[src/hw/rtl/erm_pkg.sv]
// shared types, constants and tables for the euler rotation matrix block
`default_nettype none

package erm_pkg;

	// field widths
	localparam int ANG_W = 16;
	localparam int OUT_W = 16;

	// angle units: 1/64 degree
	localparam int FULL_TURN    = 23040;
	localparam int QUARTER_TURN = 5760;

	// remainder split r = 45*u + w, with 5760 = 128*45
	localparam int R_W         = 13;
	localparam int U_W         = 8;
	localparam int W_W         = 6;
	localparam int QDIV        = 45;
	localparam int RECIP_W     = 11;
	localparam int RECIP_45    = 1457;
	localparam int RECIP_SHIFT = 16;
	localparam int ZFRAC_W     = 23;
	localparam int ZBIAS       = 22;
	localparam int ZTAB_LEN    = 64;

	// cordic datapath
	localparam int CW        = 33;
	localparam int PW        = 32;
	localparam int SW        = PW + 2;
	localparam int TABLE_LEN = 24;
	localparam int GAIN_Q30  = 652032874;
	localparam int Q_FRAC    = 30;

	localparam int CORDIC_STAGES_DEF = 16;
	localparam int OUT_FRAC_BITS     = 14;

	// quadrant codes
	localparam logic [1:0] QUAD_0 = 2'd0;
	localparam logic [1:0] QUAD_1 = 2'd1;
	localparam logic [1:0] QUAD_2 = 2'd2;
	localparam logic [1:0] QUAD_3 = 2'd3;

	typedef struct packed {
		logic signed [CW-1:0] x;
		logic signed [CW-1:0] y;
		logic signed [CW-1:0] z;
		logic [1:0]           quad;
	} cordic_t;

	typedef struct packed {
		logic signed [OUT_W-1:0] c0r0;
		logic signed [OUT_W-1:0] c0r1;
		logic signed [OUT_W-1:0] c0r2;
		logic signed [OUT_W-1:0] c1r0;
		logic signed [OUT_W-1:0] c1r1;
		logic signed [OUT_W-1:0] c1r2;
		logic signed [OUT_W-1:0] c2r0;
		logic signed [OUT_W-1:0] c2r1;
		logic signed [OUT_W-1:0] c2r2;
	} mat_t;

	typedef logic [ZFRAC_W-1:0] ztab_t [ZTAB_LEN];

	// floor((w*2^23 + 22) / 45), the low part of the binary angle
	function automatic ztab_t ztab_build();
		ztab_t t;
		for (int i = 0; i < ZTAB_LEN; i++) begin
			t[i] = ZFRAC_W'((longint'(i) * (longint'(1) << ZFRAC_W) + ZBIAS) / QDIV);
		end
		return t;
	endfunction

	localparam ztab_t ZTAB = ztab_build();

	// atan(2^-i) on a scale where 2^32 is a full turn
	function automatic logic signed [CW-1:0] atan_q32(input int i);
		int v;
		case (i)
			0:  v = 536870912;
			1:  v = 316933406;
			2:  v = 167458907;
			3:  v = 85004756;
			4:  v = 42667331;
			5:  v = 21354465;
			6:  v = 10679838;
			7:  v = 5340245;
			8:  v = 2670163;
			9:  v = 1335087;
			10: v = 667544;
			11: v = 333772;
			12: v = 166886;
			13: v = 83443;
			14: v = 41722;
			15: v = 20861;
			16: v = 10430;
			17: v = 5215;
			18: v = 2608;
			19: v = 1304;
			20: v = 652;
			21: v = 326;
			22: v = 163;
			23: v = 81;
			default: v = 0;
		endcase
		return CW'(v);
	endfunction

endpackage

`default_nettype wire

[src/hw/rtl/erm_cordic_cell.sv]
// one cordic rotation step with its output register
`default_nettype none

module erm_cordic_cell #(
	parameter int IDX = 0
) (
	input  wire logic             clk,
	input  wire logic             en,
	input  wire erm_pkg::cordic_t d_i,
	output erm_pkg::cordic_t      d_o
);

	localparam logic signed [erm_pkg::CW-1:0] ATAN = erm_pkg::atan_q32(IDX);

	logic signed [erm_pkg::CW-1:0] xi;
	logic signed [erm_pkg::CW-1:0] yi;
	logic signed [erm_pkg::CW-1:0] zi;
	logic signed [erm_pkg::CW-1:0] sh_x;
	logic signed [erm_pkg::CW-1:0] sh_y;
	erm_pkg::cordic_t              nxt;

	assign xi   = d_i.x;
	assign yi   = d_i.y;
	assign zi   = d_i.z;
	assign sh_x = xi >>> IDX;
	assign sh_y = yi >>> IDX;

	always_comb begin
		nxt.quad = d_i.quad;
		if (!zi[erm_pkg::CW-1]) begin
			nxt.x = xi - sh_y;
			nxt.y = yi + sh_x;
			nxt.z = zi - ATAN;
		end else begin
			nxt.x = xi + sh_y;
			nxt.y = yi - sh_x;
			nxt.z = zi + ATAN;
		end
	end

	always_ff @(posedge clk) begin
		if (en) begin
			d_o <= nxt;
		end
	end

endmodule

`default_nettype wire

[config.mk]
export PLATFORM = sky130hd
export DESIGN_NAME = erm_cordic_cell
export DESIGN_NICKNAME = d
export VERILOG_FILES = /design/src/hw/rtl/erm_pkg.sv /design/src/hw/rtl/erm_cordic_cell.sv
export SDC_FILE = /design/constraint.sdc
export NUM_CORES = 1
export LEC_CHECK = 0
export ABC_AREA = 1
export ABC_CLOCK_PERIOD_IN_PS = 2600
export BUFFER_PORTS_ARGS = -buffer_cell sky130_fd_sc_hd__clkbuf_2
export CORE_UTILIZATION = 59
export CTS_BUF_LIST = sky130_fd_sc_hd__clkbuf_4
export DETAILED_ROUTE_END_ITERATION = 10
export GPL_ROUTABILITY_DRIVEN = 0
export PLACE_DENSITY = 0.84
export SYNTH_ARGS = -nofsm -noshare
export SYNTH_HDL_FRONTEND = slang
export SYNTH_SLANG_ARGS = --single-unit
export TNS_END_PERCENT = 100
[constraint.sdc]
create_clock -name clk -period 2.6 [get_ports clk]
set_clock_uncertainty 0.1 [all_clocks]
set_input_delay 0.52 -clock clk [delete_from_list [all_inputs] [get_ports clk]]
set_output_delay 0.52 -clock clk [all_outputs]
set_load 0.1 [all_outputs]
==> metrics.cfg <==
[setup_path]
crit_family = simple AND/OR/NAND/NOR gates
worstPathBufferInverterCount = 3
path_class = primary input to flip-flop
cp-end-kind = flip-flop
crit_slowest_cell = ha_1
worstPathMaxFanout = 8
cp_slowest_stage_delay_ns = 0.42
cp-start-kind = primary input
crit_chain = clkbuf_2, inv_1, ha_1, nand2_2, nor2_1, nand2_1, nand3_1, nand2_1, nand2_2, xor2_1, o21ai_0, buf_4
worstPathRequired_ns = 2.78
cp.arrival_ns = 2.59

[logic_synthesis]
synth_fa_ha_area_share_pct = 12.0
yosys.area.top_type = edfxtp_1
avgSynthCellArea_sq_um = 6.32
ys_ff_latch = 100
synth_common_cells = nand2_1, inv_1, nand3_1, nor2_1, edfxtp_1
syn-cell-area_sq_um = 10900
synth.net_count = 1923
async_flop_share_pct = 0
synth_edf_count = 100
synth_cell_types = 35
yosys-top-cells-area = edfxtp_1, nand2_1, inv_1
yosysMostFrequentCell = nand2_1
synth-compound-area-share_pct = 6.84
synth_top_family_by_area = simple AND/OR/NAND/NOR gates
yosys.area_share.simple_pct = 36.7
synth.top_cell.area_share_pct = 27.6
synth_flop_cell = edfxtp_1
syn_inst = 1718
yosysWarnings = 0
synth_xor_area_share_pct = 2.02
ys_seq_area_share_pct = 27.6
synthMuxAreaShare_pct = 0

[routing]
dr.first_iter.drc_count = 1531
vias_per_cell = 5.41
finalWirelength_um = 34100
final_antenna_net_count = 0
wl_per_cell_um = 15.1
vias = 12200
first_pass_iters = 8
drc = 0

[clocking]
root_buffer = clkbuf_4
ctsHoldBuffers = 0
cts.sinks = 100
cts_buffer_depth = 2
cts_tree = yes
numCtsBuffers = 9
ctsResizeCount = 0
clkTransAtPathRegs_ns = 0.18
post_cts_buffers = 0
htreeDepth = 3

[timing]
finalSetupTns_ns = 0
finalCritPeriodShare_pct = 92.9
worst-slew-pin-transition_ns = 0.645
layout_min_cycle_time_ns = 2.42
rsz0062_at_grt = no
hold_viol = 0
finalSetupViolCount = 0
fin_hold_ws_ns = 0.102
relSlewSlack_pct = 56.6
fmax_mhz = 414
drv_slew = 0

[cells_and_area]
fin_cells = 2256
fin_area_sq_um = 13000
drive_gt1_share_pct = 19.1
syn2layout_area_growth_pct = 20.0
top_regs = d_o: 100 flops
top_register = d_o
largest_reg_flops = 100
layout.nets = 2225

[pwr]
leakage_nw = 7.60
total_power_mw = 6.79
power.density_nw_per_um2 = 521
ir_drop_mv = 0.595

[grt]
grt-ovfl-total = 0
grt_pass1_vias = 10900
grt_pass1_wl_um = 52600
antenna_found_initial = 1
grt_max_degree = 73
globalRouteTotalUtil_pct = 36.2

[floorplan]
rows = 49
ios = 204
initial_core_util_pct = 60.3
dieArea_sq_um = 19000
dieWidth_um = 138
core_sq_um = 18000
die_y_um = 138

[run_status]
status = finished, final reports clean

[placed_design]
dp_hpwl_um = 28700
dpl.cell_count = 2238
port_buffers = 203
place_area_sq_um = 12900

[min_path]
hp-class = primary input to flip-flop

[job]
drv_cap = 0

-- logic make-up after synthesis --
group	Yosys count
AND/OR/NAND/NOR	964
adder cells (fa/ha/maj)	102
flip-flops	100
buffers and inverters	391
XOR/XNOR	25
AO/OA/AOI/OAI	136
-- path summary, 6_finish.rpt --
kind | from | endpoint | slack [ns] | cells past startpoint
worst max-delay path | d_i[39] | d_o[48] | 0.18 | 12
worst min-delay path | d_i[10] | d_o[10] | 0.10 | 1
-- cell type report --
class | count | area [sq um]
Timing Repair Buffer | 335 | 2050
Clock inverter | 6 | 57.6
Clock buffer | 10 | 75.1
Multi-Input combinational cell | 1227 | 6250
Sequential cell | 100 | 3000
Tap cell | 229 | 287
Antenna cell | 2 | 5.00
Fill cell | 1530 | 4990
Inverter | 347 | 1300
-- metrics by stage --
step | util (%) | setup slack (ns)
after floorplan | - | 0.346
after detailed placement | 71.5 | -0.205
final | 72.3 | 0.184
after CTS | 72.3 | 0.314
after global placement | 71.5 | -0.182
after global routing | 72.3 | 0.167
-- cell usage in the layout (no fill, tap or decap), types with 3 or more instances in the layout --
master and n:
nand2_1 644, inv_1 344, clkbuf_2 202, nand3_1 163, buf_4 130, nor2_1 102, edfxtp_1 100, ha_1 98
a21oi_1 71, o21ai_0 34, xor2_1 25, nand4_1 16, nor2_2 12, o21bai_1 12, nand2_2 11, clkbuf_4 10
nor3_1 7, a31oi_1 4, o22ai_1 4, fa_1 4, inv_2 3, nor3_2 3, o21ai_1 3, clkinv_4 3
buf_12 3
-- report_power, final --
part	internal, mW	total [mW]	switching, mW	leakage (nW)
clock	0.230	0.819	0.589	0.0750
sequential	2.02	2.10	0.0734	0.978
combinational	0.939	3.87	2.93	6.55
total	3.19	6.79	3.59	7.60
-- layer usage --
layer | share of wire [%] | wire, um | up-vias | GRT usage, %
met5 | 0 | 0 | - | 0
met2 | 43 | 14600 | 826 | 57.6
li1 | - | - | 5919 | -
met4 | 4.0 | 1380 | 0 | 14.6
met1 | 39 | 13400 | 5328 | 47.9
met3 | 14 | 4750 | 122 | 6.70
No activity file was read; power rests on OpenSTA's default activity.
