[src/hw/rtl/erm_pkg.sv]
// shared types, constants and tables for the euler rotation matrix block
`default_nettype none

package erm_pkg;

	// field widths
	localparam int ANG_W = 16;
	localparam int OUT_W = 16;

	// angle units: 1/64 degree
	localparam int FULL_TURN    = 23040;
	localparam int QUARTER_TURN = 5760;

	// remainder split r = 45*u + w, with 5760 = 128*45
	localparam int R_W         = 13;
	localparam int U_W         = 8;
	localparam int W_W         = 6;
	localparam int QDIV        = 45;
	localparam int RECIP_W     = 11;
	localparam int RECIP_45    = 1457;
	localparam int RECIP_SHIFT = 16;
	localparam int ZFRAC_W     = 23;
	localparam int ZBIAS       = 22;
	localparam int ZTAB_LEN    = 64;

	// cordic datapath
	localparam int CW        = 33;
	localparam int PW        = 32;
	localparam int SW        = PW + 2;
	localparam int TABLE_LEN = 24;
	localparam int GAIN_Q30  = 652032874;
	localparam int Q_FRAC    = 30;

	localparam int CORDIC_STAGES_DEF = 16;
	localparam int OUT_FRAC_BITS     = 14;

	// quadrant codes
	localparam logic [1:0] QUAD_0 = 2'd0;
	localparam logic [1:0] QUAD_1 = 2'd1;
	localparam logic [1:0] QUAD_2 = 2'd2;
	localparam logic [1:0] QUAD_3 = 2'd3;

	typedef struct packed {
		logic signed [CW-1:0] x;
		logic signed [CW-1:0] y;
		logic signed [CW-1:0] z;
		logic [1:0]           quad;
	} cordic_t;

	typedef struct packed {
		logic signed [OUT_W-1:0] c0r0;
		logic signed [OUT_W-1:0] c0r1;
		logic signed [OUT_W-1:0] c0r2;
		logic signed [OUT_W-1:0] c1r0;
		logic signed [OUT_W-1:0] c1r1;
		logic signed [OUT_W-1:0] c1r2;
		logic signed [OUT_W-1:0] c2r0;
		logic signed [OUT_W-1:0] c2r1;
		logic signed [OUT_W-1:0] c2r2;
	} mat_t;

	typedef logic [ZFRAC_W-1:0] ztab_t [ZTAB_LEN];

	// floor((w*2^23 + 22) / 45), the low part of the binary angle
	function automatic ztab_t ztab_build();
		ztab_t t;
		for (int i = 0; i < ZTAB_LEN; i++) begin
			t[i] = ZFRAC_W'((longint'(i) * (longint'(1) << ZFRAC_W) + ZBIAS) / QDIV);
		end
		return t;
	endfunction

	localparam ztab_t ZTAB = ztab_build();

	// atan(2^-i) on a scale where 2^32 is a full turn
	function automatic logic signed [CW-1:0] atan_q32(input int i);
		int v;
		case (i)
			0:  v = 536870912;
			1:  v = 316933406;
			2:  v = 167458907;
			3:  v = 85004756;
			4:  v = 42667331;
			5:  v = 21354465;
			6:  v = 10679838;
			7:  v = 5340245;
			8:  v = 2670163;
			9:  v = 1335087;
			10: v = 667544;
			11: v = 333772;
			12: v = 166886;
			13: v = 83443;
			14: v = 41722;
			15: v = 20861;
			16: v = 10430;
			17: v = 5215;
			18: v = 2608;
			19: v = 1304;
			20: v = 652;
			21: v = 326;
			22: v = 163;
			23: v = 81;
			default: v = 0;
		endcase
		return CW'(v);
	endfunction

endpackage

`default_nettype wire

[src/hw/rtl/erm_angle_prep.sv]
// angle reduction to quadrant and binary angle, five register stages
`default_nettype none

module erm_angle_prep (
	input  wire logic                              clk,
	input  wire logic                              en,
	input  wire logic signed [erm_pkg::ANG_W-1:0]  angle,
	output logic signed [erm_pkg::CW-1:0]          z,
	output logic [1:0]                             quad
);

	localparam logic signed [erm_pkg::ANG_W:0] FT = (erm_pkg::ANG_W+1)'(erm_pkg::FULL_TURN);
	localparam logic signed [erm_pkg::ANG_W:0] FT2 =
		(erm_pkg::ANG_W+1)'(2 * erm_pkg::FULL_TURN);
	localparam logic [14:0] A_Q1 = 15'(erm_pkg::QUARTER_TURN);
	localparam logic [14:0] A_Q2 = 15'(2 * erm_pkg::QUARTER_TURN);
	localparam logic [14:0] A_Q3 = 15'(3 * erm_pkg::QUARTER_TURN);
	localparam int PR_W = erm_pkg::R_W + erm_pkg::RECIP_W;
	localparam int M_W  = erm_pkg::U_W + erm_pkg::W_W;

	logic signed [erm_pkg::ANG_W:0] v;
	logic signed [erm_pkg::ANG_W:0] a_c;
	logic [14:0]                    a_s1;
	logic [1:0]                     q_c;
	logic [erm_pkg::R_W-1:0]        r_c;
	logic [1:0]                     q_s2;
	logic [erm_pkg::R_W-1:0]        r_s2;
	logic [PR_W-1:0]                rp;
	logic [erm_pkg::U_W-1:0]        u1_s3;
	logic [erm_pkg::R_W-1:0]        r_s3;
	logic [1:0]                     q_s3;
	logic [M_W-1:0]                 m45;
	logic signed [M_W:0]            wd;
	logic [erm_pkg::U_W-2:0]        u_c;
	logic [erm_pkg::W_W-1:0]        w_c;
	logic [erm_pkg::U_W-2:0]        u_s4;
	logic [erm_pkg::W_W-1:0]        w_s4;
	logic [1:0]                     q_s4;

	// modulo a full turn, the adds run in parallel
	assign v = (erm_pkg::ANG_W+1)'(angle);
	always_comb begin
		priority if (v >= FT) begin
			a_c = v - FT;
		end else if (v >= 0) begin
			a_c = v;
		end else if (v >= -FT) begin
			a_c = v + FT;
		end else begin
			a_c = v + FT2;
		end
	end

	// quadrant and remainder
	always_comb begin
		priority if (a_s1 >= A_Q3) begin
			q_c = erm_pkg::QUAD_3;
			r_c = erm_pkg::R_W'(a_s1 - A_Q3);
		end else if (a_s1 >= A_Q2) begin
			q_c = erm_pkg::QUAD_2;
			r_c = erm_pkg::R_W'(a_s1 - A_Q2);
		end else if (a_s1 >= A_Q1) begin
			q_c = erm_pkg::QUAD_1;
			r_c = erm_pkg::R_W'(a_s1 - A_Q1);
		end else begin
			q_c = erm_pkg::QUAD_0;
			r_c = erm_pkg::R_W'(a_s1);
		end
	end

	// u estimate by reciprocal, at most one too large
	assign rp = PR_W'(r_s2) * PR_W'(erm_pkg::RECIP_45);

	// remainder against 45, fix the estimate
	assign m45 = M_W'(u1_s3) * M_W'(erm_pkg::QDIV);
	assign wd  = $signed({2'b00, r_s3}) - $signed({1'b0, m45});
	always_comb begin
		if (wd < 0) begin
			u_c = (erm_pkg::U_W-1)'(u1_s3 - erm_pkg::U_W'(1));
			w_c = erm_pkg::W_W'(wd + (M_W+1)'(erm_pkg::QDIV));
		end else begin
			u_c = u1_s3[erm_pkg::U_W-2:0];
			w_c = wd[erm_pkg::W_W-1:0];
		end
	end

	always_ff @(posedge clk) begin
		if (en) begin
			a_s1  <= a_c[14:0];
			q_s2  <= q_c;
			r_s2  <= r_c;
			u1_s3 <= rp[erm_pkg::RECIP_SHIFT +: erm_pkg::U_W];
			r_s3  <= r_s2;
			q_s3  <= q_s2;
			u_s4  <= u_c;
			w_s4  <= w_c;
			q_s4  <= q_s3;
			z     <= erm_pkg::CW'({u_s4, erm_pkg::ZTAB[w_s4]});
			quad  <= q_s4;
		end
	end

endmodule

`default_nettype wire

[config.mk]
export PLATFORM = sky130hd
export DESIGN_NAME = erm_angle_prep
export DESIGN_NICKNAME = d
export VERILOG_FILES = /design/src/hw/rtl/erm_pkg.sv /design/src/hw/rtl/erm_angle_prep.sv
export SDC_FILE = /design/constraint.sdc
export NUM_CORES = 1
export LEC_CHECK = 0
export ABC_AREA = 1
export BUFFER_PORTS_ARGS = -buffer_cell sky130_fd_sc_hd__buf_2
export CORE_ASPECT_RATIO = 1.4
export CORE_UTILIZATION = 57
export CTS_CLUSTER_DIAMETER = 150
export CTS_CLUSTER_SIZE = 24
export DETAILED_ROUTE_END_ITERATION = 8
export GPL_TIMING_DRIVEN = 0
export PLACE_DENSITY = 0.8
export RECOVER_POWER = 50
export SETUP_SLACK_MARGIN = 0.3
export SYNTH_ARGS = -nofsm -noshare
export SYNTH_HDL_FRONTEND = slang
export SYNTH_SLANG_ARGS = --single-unit
[constraint.sdc]
create_clock -name clk -period 3.85 [get_ports clk]
set_input_delay 0.1925 -clock clk [delete_from_list [all_inputs] [get_ports clk]]
set_output_delay 0.1925 -clock clk [all_outputs]
set_load 0.1 [all_outputs]
==> results of run 1 <==
[state kept, by name, indices dropped and copies added, names as in the netlist]
register,flops
z,24
a_s1,15
r_s2,13
r_s3,13
u1_s3,8
u_s4,7
w_s4,6
q_s2,2
q_s3,2
q_s4,2
quad,2
[final timing paths]
check,endpoint,slack (ns),depth (start not counted)
worst max-delay path,u1_s3[3],-0.29,16
worst min-delay path,a_s1[5],0.02,1
worst max register to register,u1_s3[3],-0.29,16
worst min register to register,q_s3[1],0.42,0
[Yosys cell counts (11+ instances only)]
library cell / n / area [µm²]
a21oi_1: 35 / 175
buf_4: 14 / 105
edfxtp_1: 94 / 2820
fa_1: 50 / 1000
ha_1: 133 / 1660
inv_1: 190 / 713
nand2_1: 282 / 1060
nand2_2: 11 / 68.8
nand3_1: 63 / 315
nand4_1: 12 / 75.1
nor2_1: 76 / 285
nor3_1: 12 / 60.1
o21ai_0: 25 / 125
xor2_1: 28 / 245
[per-stage QoR]
step / TNS (ns) / hold slack (ns) / setup WS, ns / cells
global placement: -2.18 / 0.382 / -0.455 / 1364
finish: -2.88 / 0.0241 / -0.295 / 1423
floorplan: -0.0302 / 0.291 / -0.0188 / 1117
global route: -5.80 / 0.0115 / -0.472 / 1423
CTS: -1.76 / 0.0196 / -0.258 / 1413
detailed placement: -3.35 / 0.386 / -0.493 / 1365
[routing by layer]
metal | global-route usage, % | vias to the layer above | wire length [µm]
met5 | 0 | - | 0
met3 | 3.90 | 77 | 914
met2 | 50.1 | 242 | 12100
met4 | 12.2 | 0 | 810
met1 | 29.5 | 3671 | 8330
li1 | - | 3811 | -
[cell families after synthesis]
group | after synthesis | share of synthesized area [%]
DFF | 94 | 30.2
adders and majority gates | 183 | 28.5
xor gates and xnor gates | 36 | 3.37
and+or+nand+nor | 472 | 21.4
other | 1 | 0.0401
buffers and inverters | 224 | 9.69
AOI/OAI and AO/OA | 105 | 6.76
[area by class of cell]
cell class / instances / area [µm²] / area share, %
Multi-Input combinational cell: 799 / 6220 / 56.1
Sequential cell: 94 / 2820 / 25.5
Inverter: 198 / 743 / 6.70
Timing Repair Buffer: 91 / 594 / 5.36
Tap cell: 199 / 249 / 2.25
Clock buffer: 9 / 225 / 2.03
Buffer: 26 / 170 / 1.53
Clock inverter: 7 / 57.6 / 0.519
[critical path: stages, from the launching register on]
cell and delay (ns):
edfxtp_1 0.54, ha_4 0.35, xor2_1 0.18, ha_2 0.21, a21o_1 0.10, fa_2 0.44
fa_1 0.49, inv_1 0.06, fa_1 0.53, inv_2 0.05, ha_4 0.23, a21o_1 0.20
a21oi_2 0.17, nor2_1 0.05, nor2_1 0.08, nand2_1 0.07, xor2_1 0.14
[what timing repair did]
action	4_1_cts	5_1_grt
cloned	2	0
setup endpoints to repair	21	21
pin swaps	29	37
buffers inserted	30	10
gates resized for setup	53	56
endpoints found under the hold margin	0	0
==> out/results.ini, run 1 <==
[grt]
gr-usage-all-layers_pct=27.0
grt_pass1_wl_um=35500
grt_pass1_vias=7792
grt_overflow_total=0
grt_antenna_before_repair=0
grt_max_degree=72

[timing]
period_needed_ns=4.14
period_share_pct=108
slew_headroom_pct=-17.9
setup_ws_ns=-0.295
hold_viol=0
finalMaxSlewViolations=72
grt_setup_unrepaired=true
final-setup-viol-count=21
fin_skew_ns=0.0142
max_freq_ghz=0.241
worstMarginPinSlew_ns=1.77

[synthesis]
synth_area_mm2=0.00935
synthArstFlopShare_pct=0
synth_cells=1115
synth.avg_cell_area_um2=8.38
ys_seq_area_share_pct=30.2
yosys_warnings=0
synth_edf_count=94
ys.flop_type=edfxtp_1
ys_ff_latch=94
synthDistinctLibCells=48

[setup_path]
worstSetupPathType=register to register
arrival_ns=4.24
worst_ep_required_time_ns=3.95
cp-end-kind=register
r2r_start=r_s2[3]
worstSetupStartpointType=register
startpoint=r_s2[3]
path_max_fanout=5

[floorplanning]
start_util_pct=58.0
die_w_um=110
die_area_mm2=0.0169
row_count=55
chipHeight_um=154
io_pins=53
core_mm2=0.0161

[drt]
drc=0
first_pass_iters=6
drt-initial-drc-count=478
wl_um=22100
vias=7801
avgRoutedWirePerCell_um=15.6
viasPerCell=5.48
antenna_left=0

[clock_network]
htreeDepth=3
clk_pin_slew_ns=0.07
cts_hold_buf=0
clock_sinks=94
cts_tree=built
clockBufferDepth=2
numCtsBuffers=9
root_buffer=clkbuf_16
clock_latency_ns=0.36

[cells_and_area]
final_layout_size_suffix_gt1_share_pct=21.9
fillCellCount=1212
design_area_mm2=0.0111
postLayoutCoreUtil_pct=68.8
layout.nets=1420
layout_common_cells=nand2_1 (244), inv_1 (175), ha_1 (103)
final_common_cell=nand2_1
areaGrowthSynthToFinish_pct=18.6
diodes=0

[worst_hold_path]
holdCritStartpoint=angle[5]
min_path_type=input port to register

[place]
routabilityCongestion=0.913
postPlaceCellArea_mm2=0.0100
port_buffers=48
hpwlAfterDp_um=15600

[status]
status=complete, but fails checks
violations=capacitance limit, slew limit, setup timing

[job]
cap_viol_max_count=1

Power of run 1 is not shown: default switching activity piles up to over one toggle a cycle in this logic, so the estimate is an artifact.
==> inputs of run 2 (changes only) <==
- ABC_AREA: 1 -> not set
- CTS_CLUSTER_SIZE: 24 -> 25
- PLACE_DENSITY: 0.8 -> 0.81
==> run 2 against run 1 <==
Against the previous run: the flow still finishes with violations (capacitance limit, slew limit, setup timing); hold slack improved by 0.0048 ns; clock-buffer cell count unchanged; fmax decreased by 11%; highest routed layer unchanged; setup slack got worse by 0.51 ns.
==> out/results.ini, run 2 <==
[status]
status=complete, but fails checks
violations=capacitance limit, slew limit, setup timing

[synthesis]
yosys-top-cells-area=edfxtp_1 (33%), ha_1 (20%), fa_1 (12%)
ys.flop_type=edfxtp_1
ys_seq_area_share_pct=33.4
synth_area_mm2=0.00844
yosys_warnings=0
synth_cells=806
ys_top_cells_by_count=ha_1 (133), inv_1 (112), edfxtp_1 (94), a21oi_1 (54), nand2_1 (52)
synth_top_area_share_pct=33.4
synthDistinctLibCells=65
synth.avg_cell_area_um2=10.5
synthArstFlopShare_pct=0
yosysMostFrequentCell=ha_1
synth_edf_count=94
synth_top_area_cell=edfxtp_1
ys_ff_latch=94

[clock_network]
cts_tree=built
clock_latency_ns=0.36
root_buffer=clkbuf_16
clk_pin_slew_ns=0.06
numCtsBuffers=9
clockBufferDepth=2
htreeDepth=3
clock_sinks=94

[floorplanning]
start_util_pct=58.4
core_mm2=0.0144
row_count=52
die_area_mm2=0.0153
die_w_um=105
io_pins=53
chipHeight_um=146

[timing]
finalMaxSlewViolations=70
period_share_pct=121
worstMarginPinSlew_ns=1.64
period_needed_ns=4.66
setup_ws_ns=-0.808
final-setup-viol-count=21
fin_skew_ns=0.0138
grt_setup_unrepaired=true
hold_viol=0
max_freq_ghz=0.215
holdWs_ns=0.0288
slew_headroom_pct=-9.63

[drt]
first_pass_iters=5
viasPerCell=5.86
drt-initial-drc-count=398
vias=6490
drc=0
antenna_left=0
wl_um=19600
avgRoutedWirePerCell_um=17.7

[setup_path]
path_max_fanout=5
critPathMaxStageDelay_ns=0.53
worstSetupStartpointType=register
path_cells=buf_4, ha_1, fa_1, fa_1, fa_1, ha_1, ha_1, a21o_1, a21oi_1, o21ai_4, a31o_4, buf_6, xor2_1
cp-end-kind=register
arrival_ns=4.75
worstSetupPathType=register to register
slowest_stage=fa_1
crit_buf_inv=2
r2r_cells=13
crit_family=adder cells
path_depth=13
worst_ep_required_time_ns=3.94

[grt]
grt_antenna_before_repair=0
grt_pass1_vias=6844
grt_max_degree=70
grt_overflow_total=0
grt_pass1_wl_um=31400
gr-usage-all-layers_pct=26.0

[cells_and_area]
largest_register_ffs=24
areaGrowthSynthToFinish_pct=18.9
postLayoutCoreUtil_pct=69.5
fillCellCount=1031
layout.nets=1115
layout_common_cells=ha_1 (113), inv_1 (105), edfxtp_1 (94)
layout.cells.non_filler=1108
top_regs=z (24), a_s1 (15)
top_register=z
final_layout_size_suffix_gt1_share_pct=21.0
diodes=0
final_common_cell=ha_1

[place]
dp.cells=1047
hpwlAfterDp_um=13300
port_buffers=49
routabilityCongestion=0.925

[job]
cap_viol_max_count=1

[worst_hold_path]
holdPathStages=1
min_path_type=input port to register

[run 2: cell count changes after synthesis, sizes merged, moves of 9 or more]
cell	change
o21ai	+14
a211oi	+11
nand2	-242
nand3	-53
nor2	-42
a21oi	+17
clkbuf	+9
xnor2	+21
xor2	-11
inv	-85
[run 2: logic make-up after synthesis]
kind of cell,count (synthesis),synth area share [%]
and+or+nand+nor,146,8.23
other,1,0.0444
adders and majority gates,183,31.6
muxes,10,1.66
buffers and inverters,147,6.98
AOI/OAI and AO/OA,179,13.2
DFF,94,33.4
xor gates and xnor gates,46,4.86
[run 2: path summary, 6_finish.rpt]
kind,startpoint,endpoint,slack (ns)
worst max-delay path,r_s2[6],u1_s3[3],-0.81
worst min-delay path,angle[8],a_s1[8],0.03
worst max register to register,r_s2[6],u1_s3[3],-0.81
worst min register to register,q_s4[1],quad[1],0.41
[run 2: through the flow]
stage	worst slack (ns)	TNS, ns	area [µm²]
6_report	-0.808	-11.18	10000
5_1_grt	-0.886	-13.04	10000
4_1_cts	-0.562	-6.81	9860
3_5_place_dp	-0.767	-12.19	9120
3_3_place_gp	-0.685	-10.10	9090
2_1_floorplan	-0.360	-1.86	8610
[run 2: layer usage]
layer / vias to the layer above / share of wire (%) / GRT usage [%]
li1: 3036 / - / -
met1: 3127 / 36 / 26.1
met2: 256 / 55 / 50.0
met3: 71 / 4.8 / 4.52
met4: 0 / 3.8 / 14.0
met5: - / 0 / 0
[run 2: repair_timing]
item / in CTS / in global routing
pin swaps: 19 / 24
gates cloned: 1 / 0
setup buffers: 31 / 13
resized for setup: 38 / 24
endpoints found under the hold margin: 0 / 0
hold buffers: 0 / 0
endpoints found under the setup margin: 21 / 21
[run 2: area by class of cell]
cell class / instances / area (µm²) / area share, %
clock inverter: 7 / 71.3 / 0.711
tap: 189 / 236 / 2.36
sequential: 94 / 2820 / 28.1
buffer: 34 / 171 / 1.71
inverter: 113 / 424 / 4.23
timing repair buffer: 95 / 593 / 5.91
multi-input combinational: 567 / 5490 / 54.7
clock buffer: 9 / 225 / 2.24
Power of run 2 is left out for the same reason.
